===== config.mk =====
export PLATFORM = sky130hd
export DESIGN_NAME = rls_ctrl
export DESIGN_NICKNAME = d
export VERILOG_FILES = /design/src/sv/rls_pkg.sv /design/src/sv/rls_ctrl.sv
export SDC_FILE = /design/constraint.sdc
export NUM_CORES = 1
export LEC_CHECK = 0
export ABC_AREA = 0
export BUFFER_PORTS_ARGS = -buffer_cell sky130_fd_sc_hd__buf_4
export CORE_UTILIZATION = 45
export DETAILED_ROUTE_END_ITERATION = 8
export GPL_ROUTABILITY_DRIVEN = 0
export PLACE_DENSITY = 0.72
export SLEW_MARGIN = 30
export SYNTH_ARGS = -nofsm -noshare
export SYNTH_HDL_FRONTEND = slang
export SYNTH_SLANG_ARGS = --single-unit

===== constraint.sdc =====
create_clock -name aclk -period 3.7 [get_ports aclk]
set_clock_uncertainty 0.05 [all_clocks]
set_input_delay 0.74 -clock aclk [delete_from_list [all_inputs] [get_ports aclk]]
set_output_delay 0.74 -clock aclk [all_outputs]
set_load 0.02 [all_outputs]

===== src/sv/rls_pkg.sv =====
`timescale 1ns / 1ps
// Shared types and constants of the regression leaf statistics block.
// Used by rls_ctrl, rls_datapath, regression_leaf_stats, leaf_checker and tb; depends on nothing.
package rls_pkg;

    // Command codes carried in the input tuser.
    localparam logic [2:0] CMD_CLEAR   = 3'd0;
    localparam logic [2:0] CMD_ADD_ROW = 3'd1;
    localparam logic [2:0] CMD_REM_ROW = 3'd2;
    localparam logic [2:0] CMD_MERGE   = 3'd3;
    localparam logic [2:0] CMD_UNMERGE = 3'd4;

    // Configuration register indexes.
    localparam logic REG_LOSS_FACTOR  = 1'b0;
    localparam logic REG_MISSING_LEAF = 1'b1;

    // Quotient bits produced by the restoring divider.
    localparam int DIV_STEPS = 17;

    localparam logic [15:0] LOSS_FACTOR_RST = 16'd256;

    typedef enum logic [3:0] {
        ST_IDLE,
        ST_ROWSQ,
        ST_UPDATE,
        ST_DIVCHK,
        ST_DIV,
        ST_PRED,
        ST_MULA,
        ST_MULB,
        ST_MULC0,
        ST_MULC1,
        ST_SUM,
        ST_MULL0,
        ST_MULL1,
        ST_WSF,
        ST_OUT
    } state_t;

    typedef enum logic [3:0] {
        OP_NONE,
        OP_LOAD,
        OP_ROWSQ,
        OP_UPDATE,
        OP_DIVCHK,
        OP_DIVSTEP,
        OP_PRED,
        OP_MULA,
        OP_MULB,
        OP_MULC0,
        OP_MULC1,
        OP_SUM,
        OP_MULL0,
        OP_MULL1,
        OP_WSF,
        OP_OUT
    } dp_op_t;

    typedef struct packed {
        dp_op_t op;
    } dp_ctrl_t;

    typedef struct packed {
        logic out_busy;
    } dp_status_t;

endpackage


===== src/sv/rls_ctrl.sv =====
`timescale 1ns / 1ps
// Sequencer of the leaf statistics block: walks each item through the datapath steps.
// Depends on rls_pkg.
module rls_ctrl (
    input  logic                aclk,
    input  logic                aresetn,
    input  logic                s_tvalid,
    output logic                s_tready,
    output rls_pkg::dp_ctrl_t   ctrl,
    input  rls_pkg::dp_status_t status
);

    rls_pkg::state_t state_reg, state_next;
    logic [4:0]      div_cnt_reg, div_cnt_next;

    always_ff @(posedge aclk) begin
        if (!aresetn) begin
            state_reg   <= rls_pkg::ST_IDLE;
            div_cnt_reg <= '0;
        end else begin
            state_reg   <= state_next;
            div_cnt_reg <= div_cnt_next;
        end
    end

    always_comb begin
        state_next   = state_reg;
        div_cnt_next = div_cnt_reg;
        unique case (state_reg)
            rls_pkg::ST_IDLE:   if (s_tvalid) state_next = rls_pkg::ST_ROWSQ;
            rls_pkg::ST_ROWSQ:  state_next = rls_pkg::ST_UPDATE;
            rls_pkg::ST_UPDATE: state_next = rls_pkg::ST_DIVCHK;
            rls_pkg::ST_DIVCHK: begin
                state_next   = rls_pkg::ST_DIV;
                div_cnt_next = '0;
            end
            rls_pkg::ST_DIV: begin
                div_cnt_next = div_cnt_reg + 5'd1;
                if (div_cnt_reg == 5'(rls_pkg::DIV_STEPS - 1)) state_next = rls_pkg::ST_PRED;
            end
            rls_pkg::ST_PRED:   state_next = rls_pkg::ST_MULA;
            rls_pkg::ST_MULA:   state_next = rls_pkg::ST_MULB;
            rls_pkg::ST_MULB:   state_next = rls_pkg::ST_MULC0;
            rls_pkg::ST_MULC0:  state_next = rls_pkg::ST_MULC1;
            rls_pkg::ST_MULC1:  state_next = rls_pkg::ST_SUM;
            rls_pkg::ST_SUM:    state_next = rls_pkg::ST_MULL0;
            rls_pkg::ST_MULL0:  state_next = rls_pkg::ST_MULL1;
            rls_pkg::ST_MULL1:  state_next = rls_pkg::ST_WSF;
            rls_pkg::ST_WSF:    state_next = rls_pkg::ST_OUT;
            rls_pkg::ST_OUT:    if (!status.out_busy) state_next = rls_pkg::ST_IDLE;
            default:            state_next = rls_pkg::ST_IDLE;
        endcase
    end

    always_comb begin
        s_tready = 1'b0;
        ctrl.op  = rls_pkg::OP_NONE;
        unique case (state_reg)
            rls_pkg::ST_IDLE: begin
                s_tready = aresetn;
                if (s_tvalid) ctrl.op = rls_pkg::OP_LOAD;
            end
            rls_pkg::ST_ROWSQ:  ctrl.op = rls_pkg::OP_ROWSQ;
            rls_pkg::ST_UPDATE: ctrl.op = rls_pkg::OP_UPDATE;
            rls_pkg::ST_DIVCHK: ctrl.op = rls_pkg::OP_DIVCHK;
            rls_pkg::ST_DIV:    ctrl.op = rls_pkg::OP_DIVSTEP;
            rls_pkg::ST_PRED:   ctrl.op = rls_pkg::OP_PRED;
            rls_pkg::ST_MULA:   ctrl.op = rls_pkg::OP_MULA;
            rls_pkg::ST_MULB:   ctrl.op = rls_pkg::OP_MULB;
            rls_pkg::ST_MULC0:  ctrl.op = rls_pkg::OP_MULC0;
            rls_pkg::ST_MULC1:  ctrl.op = rls_pkg::OP_MULC1;
            rls_pkg::ST_SUM:    ctrl.op = rls_pkg::OP_SUM;
            rls_pkg::ST_MULL0:  ctrl.op = rls_pkg::OP_MULL0;
            rls_pkg::ST_MULL1:  ctrl.op = rls_pkg::OP_MULL1;
            rls_pkg::ST_WSF:    ctrl.op = rls_pkg::OP_WSF;
            rls_pkg::ST_OUT:    if (!status.out_busy) ctrl.op = rls_pkg::OP_OUT;
            default:            ctrl.op = rls_pkg::OP_NONE;
        endcase
    end

`ifndef SYNTHESIS
    a_div_count: assert property (@(posedge aclk) disable iff (!aresetn)
        state_reg == rls_pkg::ST_DIV |-> div_cnt_reg < 5'(rls_pkg::DIV_STEPS))
        else $error("divider step count ran past the quotient width");
    a_accept_starts: assert property (@(posedge aclk) disable iff (!aresetn)
        s_tvalid && s_tready |=> state_reg == rls_pkg::ST_ROWSQ)
        else $error("accepted item did not start the sequence");
    a_no_overwrite: assert property (@(posedge aclk) disable iff (!aresetn)
        ctrl.op == rls_pkg::OP_OUT |-> !status.out_busy)
        else $error("result written while the previous one is still waiting");
`endif

endmodule


# After elaboration in Yosys (flattened, before gate mapping)
# Cells that the tools add are included.
# op_classes
n_reduce_logical	3
eq_ne	18
mux	9
addsub	1
# op_table
operator	count
one-hot mux 4 bit (15 select lines)	2
== test 4 bit (second input constant)	7
== test 4 x 3 -> 1 bit (second input constant)	4
two-way mux 4 bit	4
one-hot mux 5 bit (2 select lines)	1
== test 4 x 2 -> 1 bit (second input constant)	2
!= test 2 bit (second input constant)	3
adder 5 x 1 -> 5 bit (second input constant)	1
== test 5 bit (second input constant)	1
== test 4 x 1 -> 1 bit (second input constant)	1
logical NOT 4 bit	1
AND reduction 3 bit	1
two-way mux 1 bit	2
nonzero test 2 bit	1
# totals
wordCells	33
inputBits	4
out_inout_bits	5
reg_bits	9

# Depth between registers and ports, before layout
# Gate-level depths: netlist (run 1).
# logic_depth
word_depth	3
depth_mapped	5
depth_no_buf	5

# Least setup slack after synthesis (run 1)
# OpenSTA, ideal clock, no wires.
# synth_path
kind	input port to output port
startpoint	in aresetn
endpoint	out s_tready
path_stages	3
t_required_ns	2.910
t_arrival_ns	1.506
n_path_buf	1
path_slack_ns	1.404
path_cell_list	clkbuf_1 -> nand2_1 -> nor3_1
# synth_between
elab_chain_cells	1
# synth_rtl
element	line_no	rtl
start, declared	rls_ctrl.sv:6	input logic aresetn,
two-way mux 1 bit	rls_ctrl.sv:58	unique case (state_reg)
end, declared	rls_ctrl.sv:8	output logic s_tready,
# Every way passes these cells.

==> impl_results.md, run 1 <==
* Vias in the first global route at between 400 and 500
* Via density at between 5 and 6
* Hpwl dp at between 700 and 800 um
* # DRC at 0
* Diode count at 0
* Reg power frac at a little under half
* Clock Latency Late Sink at 0.27 ns
* Gate Count Post-Synth at 72
* First-pass detailed-route iteration total at 4
* Max Clock Freq at around 410 MHz
* RSZ-0062 raised after global routing: no
* Final setup fails at 0
* R2R depth at 3
* TritonCTS clock tree: yes
* Area of the core at 0.00116 sq mm
* Hold wc startpoint: div_cnt_reg[4]$_SDFFE_PN0P_
* Slew Limit Headroom at between 70% and 80%
* Slew at the pin closest to its max-slew limit at between 0.4 and 0.5 ns
* CP endpoint kind: output port
* Routed len/inst at 12.3 um
* Sequential share of the synthesized area at 30.7%
* Non-filler cells, final at 93
* Post-synth ARST share at 0%
* Lkg Pwr at around 0.27 nW
* Clock Tree Root: clkbuf_4
* CP max FO at 10
* Max incr delay on CP at between 0.5 and 0.6 ns
* Mapped Nets at slightly below 80
* Top FF cell, synth: dfxtp_1
* Antenna violations before repair at 0
* Max-cap violations at 0
* Clock-pin slew on the worst setup and hold paths at ~0.060 ns
* Remaining antenna violation count at 0
* Peak supply drop at 0.240 mV
* Utilization after layout at between 50% and 60%
* Synthesized area per cell at a little over 8 sq um
* Power density cells at approximately 340 mW/mm^2
* Placement-stage cell area at around 630 sq um
* GRT overflow at 0
* Fin crit period at 2.41 ns
* Hold crit path type: register to register
* Worst Setup Start Kind: register
* Hold Fails Final Rpt at 0
* CP Class: register to output port
* Share of cells above drive strength 1 at between 15 and 20%
* First-pass GRT wire length at between 2 and 2.5 mm
* Synth warnings at 0
* Synth cell types at 30
* Switching power at between 60 and 70 uW
* P&R area growth vs syn at 12.2%
* Clk sink count at 9
* Status: complete, no violations
* CP max-delay cell: dfxtp_1
* Largest register FFs at 5
* Placed insts at 89
* Synth Register Bits at 9
* Cell Area, Synth at a little under 600 sq um
* Worst-path cell chain: inv_1 > or3_1 > nand2_1 > buf_4
* Die W at 38.1 um
* Largest net degree at the start of global routing at 16
* Die Height at 38.1 um
* Setup TNS at 0 ns
* Num ports at 9
* FP Rows at 12
* Number of setup buffers added after CTS at 0
* Full die area at 0.00145 sq mm
* Worst Hold Depth at 2
* Design area at about 660 sq um
* Fin nets at 86
* Part of the cycle the worst path needs at about two thirds
* Critical Path RT at between 2 and 3 ns
* Combinational Power Share at 17.4%
* Worst Path Arrival at roughly 1.6 ns
* Cts bufs inserted at 3
* DRT iter0 DRCs at 6
* Detailed Route WL at 1.14 mm
* Slew Viols, Final at 0
* Port Buffers at 8
* FF-to-FF Start: state_reg[0]$_SDFFE_PN0P_
* H-tree lvl count at 1
* Clock share of power at 34.7%
* EDFF count, synth at 0
* R2r endpoint: state_reg[3]$_SDFFE_PN0P_
* Total global-route track usage at between 20% and 30%
* Starting Density at approximately half
* Clock Path Buffers at 2
* Hold_buf cts at 0
* Switching Share at 29.4%
* Internal at ~160 uW
* Final hold slack at about 0.45 ns
* PostCTS Resize Cnt at 0
* Min-Delay Endpoint: div_cnt_reg[4]$_SDFFE_PN0P_
* FF-to-FF setup slack at between 2 and 2.5 ns
* Via count at a little over 500
[cells in the final DEF, fill, tap and decap left out, types with 2 or more instances in the layout]
cell      synthesis  layout
ha_1              2       2
nor2_1            4       4
mux2i_1           2       2
a21boi_0          2       2
inv_1             3       3
dfxtp_1           9       9
buf_4             1       8
o21ai_0           4       4
nand4_1           2       2
clkbuf_4          0       3
nand3_1           5       5
a21oi_1           3       3
o211ai_1          2       2
nand2b_1          5       5
nor2b_1           2       2
nand2_1          10      10
[layer usage]
layer  vias to the layer above  GRT usage [%]  wire [um]  part of all wire (%)
li1                        265              -          -                     -
met1                       232           27.5        591                    52
met2                         6           28.0        486                    42
met3                         5           8.72         45                   3.9
met4                         0           10.7         21                   1.8
met5                         -              0          0                     0
[cell families after synthesis]
family | after synthesis | synth area share [%]
and+or+nand+nor | 38 | 39.9
AOI/OAI and AO/OA | 13 | 14.3
DFF | 9 | 30.7
buffers and inverters | 8 | 7.46
muxes | 2 | 3.41
adders and majority gates | 2 | 4.26
[stage by stage]
step                      worst slack (ns)  power [mW]
after floorplan                       1.40       0.137
final                                 1.29       0.226
after global routing                  1.21       0.239
after detailed placement              1.51       0.150
after CTS                             1.30       0.228
after global placement                1.56       0.149
[critical path: cells and delay by family, from the launching register on]
kind	cells	cell delay, ns
buffers and inverters	2	0.30
AND/OR/NAND/NOR	2	0.47
flip-flops	1	0.58
[power groups by stage]
stage	clock network (mW)	registers [mW]	logic, mW
3_5_place_dp	0	0.110	0.0396
2_1_floorplan	0	0.103	0.0343
3_3_place_gp	0	0.110	0.0391
4_1_cts	0.0802	0.108	0.0398
6_report	0.0785	0.108	0.0395
5_1_grt	0.0857	0.109	0.0441
[Yosys cell counts (3+ instances only)]
master	instances	area (sq um)
nand3_1	5	25.0
dfxtp_1	9	180
nor2_1	4	15.0
inv_1	3	11.3
a21oi_1	3	15.0
nand2b_1	5	31.3
o21ai_0	4	20.0
nand2_1	10	37.5
[how the worst max path moves through the flow]
| stage | startpoint | end | slack, ns | cells past startpoint |
|---|---|---|---|---|
| 6_report | state_reg[0]$_SDFFE_PN0P_ | ctrl[3] | 1.29 | 4 |
| 2_1_floorplan | aresetn | s_tready | 1.40 | 3 |
| 3_5_place_dp | s_tvalid | ctrl[0] | 1.51 | 4 |
| 3_3_place_gp | s_tvalid | ctrl[0] | 1.56 | 4 |
| 5_1_grt | state_reg[1]$_SDFFE_PN0P_ | ctrl[3] | 1.21 | 4 |
| 4_1_cts | state_reg[0]$_SDFFE_PN0P_ | ctrl[3] | 1.30 | 4 |
[cell type report]
| type | count | area [sq um] |
|---|---|---|
| fill | 109 | 498 |
| multi-input combinational | 55 | 363 |
| sequential | 9 | 180 |
| timing repair buffer | 8 | 60.1 |
| clock buffer | 4 | 26.3 |
| tap | 14 | 17.5 |
| inverter | 3 | 11.3 |
(Power assumes the default switching activity.)
==> run 2, diff against run 1 <==
clock period = 2.4 ns   (was 3.7 ns; I/O delays follow)
==> impl_results.md, run 2 (synthesis results as in run 1) <==
* Utilization after layout at 56.9% (unchanged)
* Area of the core at 0.00116 sq mm (unchanged)
* Peak supply drop at 0.419 mV (+74%)
* Clock Path Buffers at 2 (unchanged)
* Switching Share at 28.6% (-0.80 points)
* Met1 Use GR at 22.7% (-4.8 points)
* PostCTS Resize Cnt at 0 (unchanged)
* Critical Path RT at 1.87 ns (-1.04 ns)
* Via count at 522 (+2.8%)
* RSZ-0062 raised after global routing: no
* Die Height at 38.1 um (unchanged)
* Max Clock Freq at 480 MHz
* H-tree lvl count at 1 (unchanged)
* Reg power frac at 48.3% (+0.4 points)
* CP max FO at 10 (unchanged)
* Worst-path cell chain: inv_1 > or3_1 > nand2_1 > buf_4
* Clock share of power at 34.0% (-0.7 points)
* Grt peak-use layer: met2
* Via density at 5.61 (+2.8%)
* Vias in the first global route at 404 (-11%)
* Slew Limit Headroom at 71.8% (+0.33 points)
* Buf+Inv Stages, Crit Path at 2 (unchanged)
* Antenna violations before repair at 0 (unchanged)
* Share of cells above drive strength 1 at 17.7% (unchanged)
* Hold_buf cts at 0 (unchanged)
* Crit path depth at 4 (unchanged)
* Switching power at 98.5 uW (+48%)
* Port Buffers at 8 (unchanged)
* Part of the cycle the worst path needs at around 87%
* Die W at 38.1 um (unchanged)
* First-pass GRT wire length at 1.71 mm (-16%)
* Hold Fails Final Rpt at 0 (unchanged)
* Status: complete, no violations
* Internal at 246 uW (+54%)
* Worst Setup Start Kind: register
* Pre-CTS WS at 0.613 ns (-0.895 ns)
* Largest net degree at the start of global routing at 16 (unchanged)
* Clock Latency Late Sink at 0.26 ns (about the same)
* CP Class: register to output port
* Power density cells at 524 mW/mm^2 (+52%)
* GRT met2 Usage at 25.0% (-3.0 points)
* CP max-delay cell: dfxtp_1
* GRT overflow at 0 (unchanged)
* Worst Path Arrival at 1.56 ns (-0.06 ns)
* Lkg Pwr at 0.268 nW (unchanged)
* Num ports at 9 (unchanged)
* Slew at the pin closest to its max-slew limit at 0.422 ns (-0.00494 ns)
* Fin nets at 86 (unchanged)
* TritonCTS clock tree: yes
* Clock Tree Root: clkbuf_4
* Final setup fails at 0 (unchanged)
* CP endpoint kind: output port
* Post-route worst setup slack at 0.315 ns (-0.974 ns)
* Remaining antenna violation count at 0 (unchanged)
* R2R depth at 3 (unchanged)
* Largest register FFs at 5 (unchanged)
* Routed len/inst at 12.1 um (-1.5%)
* Diode count at 0 (unchanged)
* Clock-pin slew on the worst setup and hold paths at 0.06 ns (about the same)
* Clk sink count at 9 (unchanged)
* CP top delay family: flip-flops
* Full die area at 0.00145 sq mm (unchanged)
* P&R area growth vs syn at 12.2% (unchanged)
* Commonest non-fill, non-tap cells in the layout: nand2_1 (10), dfxtp_1 (9), buf_4 (8)
* Starting Density at 50.8% (unchanged)
* # DRC at 0 (unchanged)
* Worst Hold Depth at 2 (unchanged)
* FP Rows at 12 (unchanged)
* Detailed Route WL at 1.13 mm (-1.5%)
* Setup TNS at 0 ns (unchanged)
* Power, Total at 345 uW (+52%)
* DRT iter0 DRCs at 13 (+7)
* Commonest non-fill, non-tap cell in the layout: nand2_1
* Routing usage on met3 at 8.72% (unchanged)
* Slew Viols, Final at 0 (unchanged)
* Number of setup buffers added after CTS at 0 (unchanged)
* Max-cap violations at 0 (unchanged)
* Fin crit period at about 2.1 ns
* Hold crit path type: register to register
* First-pass detailed-route iteration total at 4 (unchanged)
* Max incr delay on CP at 0.55 ns (-0.03 ns)
* Hpwl dp at 794 um (+3.9%)
* Combinational Power Share at 17.8% (+0.4 points)
* Total global-route track usage at 17.5% (-3.2 points)
* Cts bufs inserted at 3 (unchanged)
[run 2: cell counts in the layout (fill, tap and decap cells not counted)]
No cell type changed its count.
[run 2: cell type report]
class / count / area [sq um]
inverters: 3 / 11.3
flip-flops and latches: 9 / 180
well taps: 14 / 17.5
clock buffers: 4 / 26.3
fillers: 105 / 498
repair buffers: 8 / 60.1
multi-input cells: 55 / 363
[run 2: layer usage]
metal / vias to the layer above / share of wire (%) / wire [um]
met1: 240 / 48 / 540
met3: 2 / 5.2 / 59
met5: - / 0 / 0
li1: 270 / - / -
met2: 10 / 46 / 516
met4: 0 / 0.98 / 11
[run 2: worst paths after layout]
| kind | start | end | slack (ns) |
|---|---|---|---|
| worst max-delay path | state_reg[0]$_SDFFE_PN0P_ | ctrl[3] | 0.31 |
| worst min-delay path | div_cnt_reg[4]$_SDFFE_PN0P_ | div_cnt_reg[4]$_SDFFE_PN0P_ | 0.44 |
| worst max register to register | state_reg[3]$_SDFFE_PN0P_ | div_cnt_reg[3]$_SDFFE_PN0P_ | 1.00 |
| worst min register to register | div_cnt_reg[4]$_SDFFE_PN0P_ | div_cnt_reg[4]$_SDFFE_PN0P_ | 0.44 |
[run 2: through the flow]
step                cell area (sq um)  hold slack (ns)  std cells
finish                            658            0.443         93
floorplan                         587            0.403         72
global placement                  632            0.424         89
global route                      658            0.459         93
detailed placement                632            0.441         89
CTS                               658            0.449         93
[run 2: power groups by stage]
stage               Sequential (mW)  Combinational (mW)  Clock (mW)
finish                        0.166              0.0613       0.117
global route                  0.168              0.0664       0.131
CTS                           0.166              0.0614       0.120
detailed placement            0.170              0.0611           0
global placement              0.169              0.0613           0
floorplan                     0.159              0.0529           0
[run 2: tightest hold or removal path: stages (launching register included)]
cell     delay [ns]
dfxtp_1        0.32
nand3_1        0.07
mux2i_1        0.06
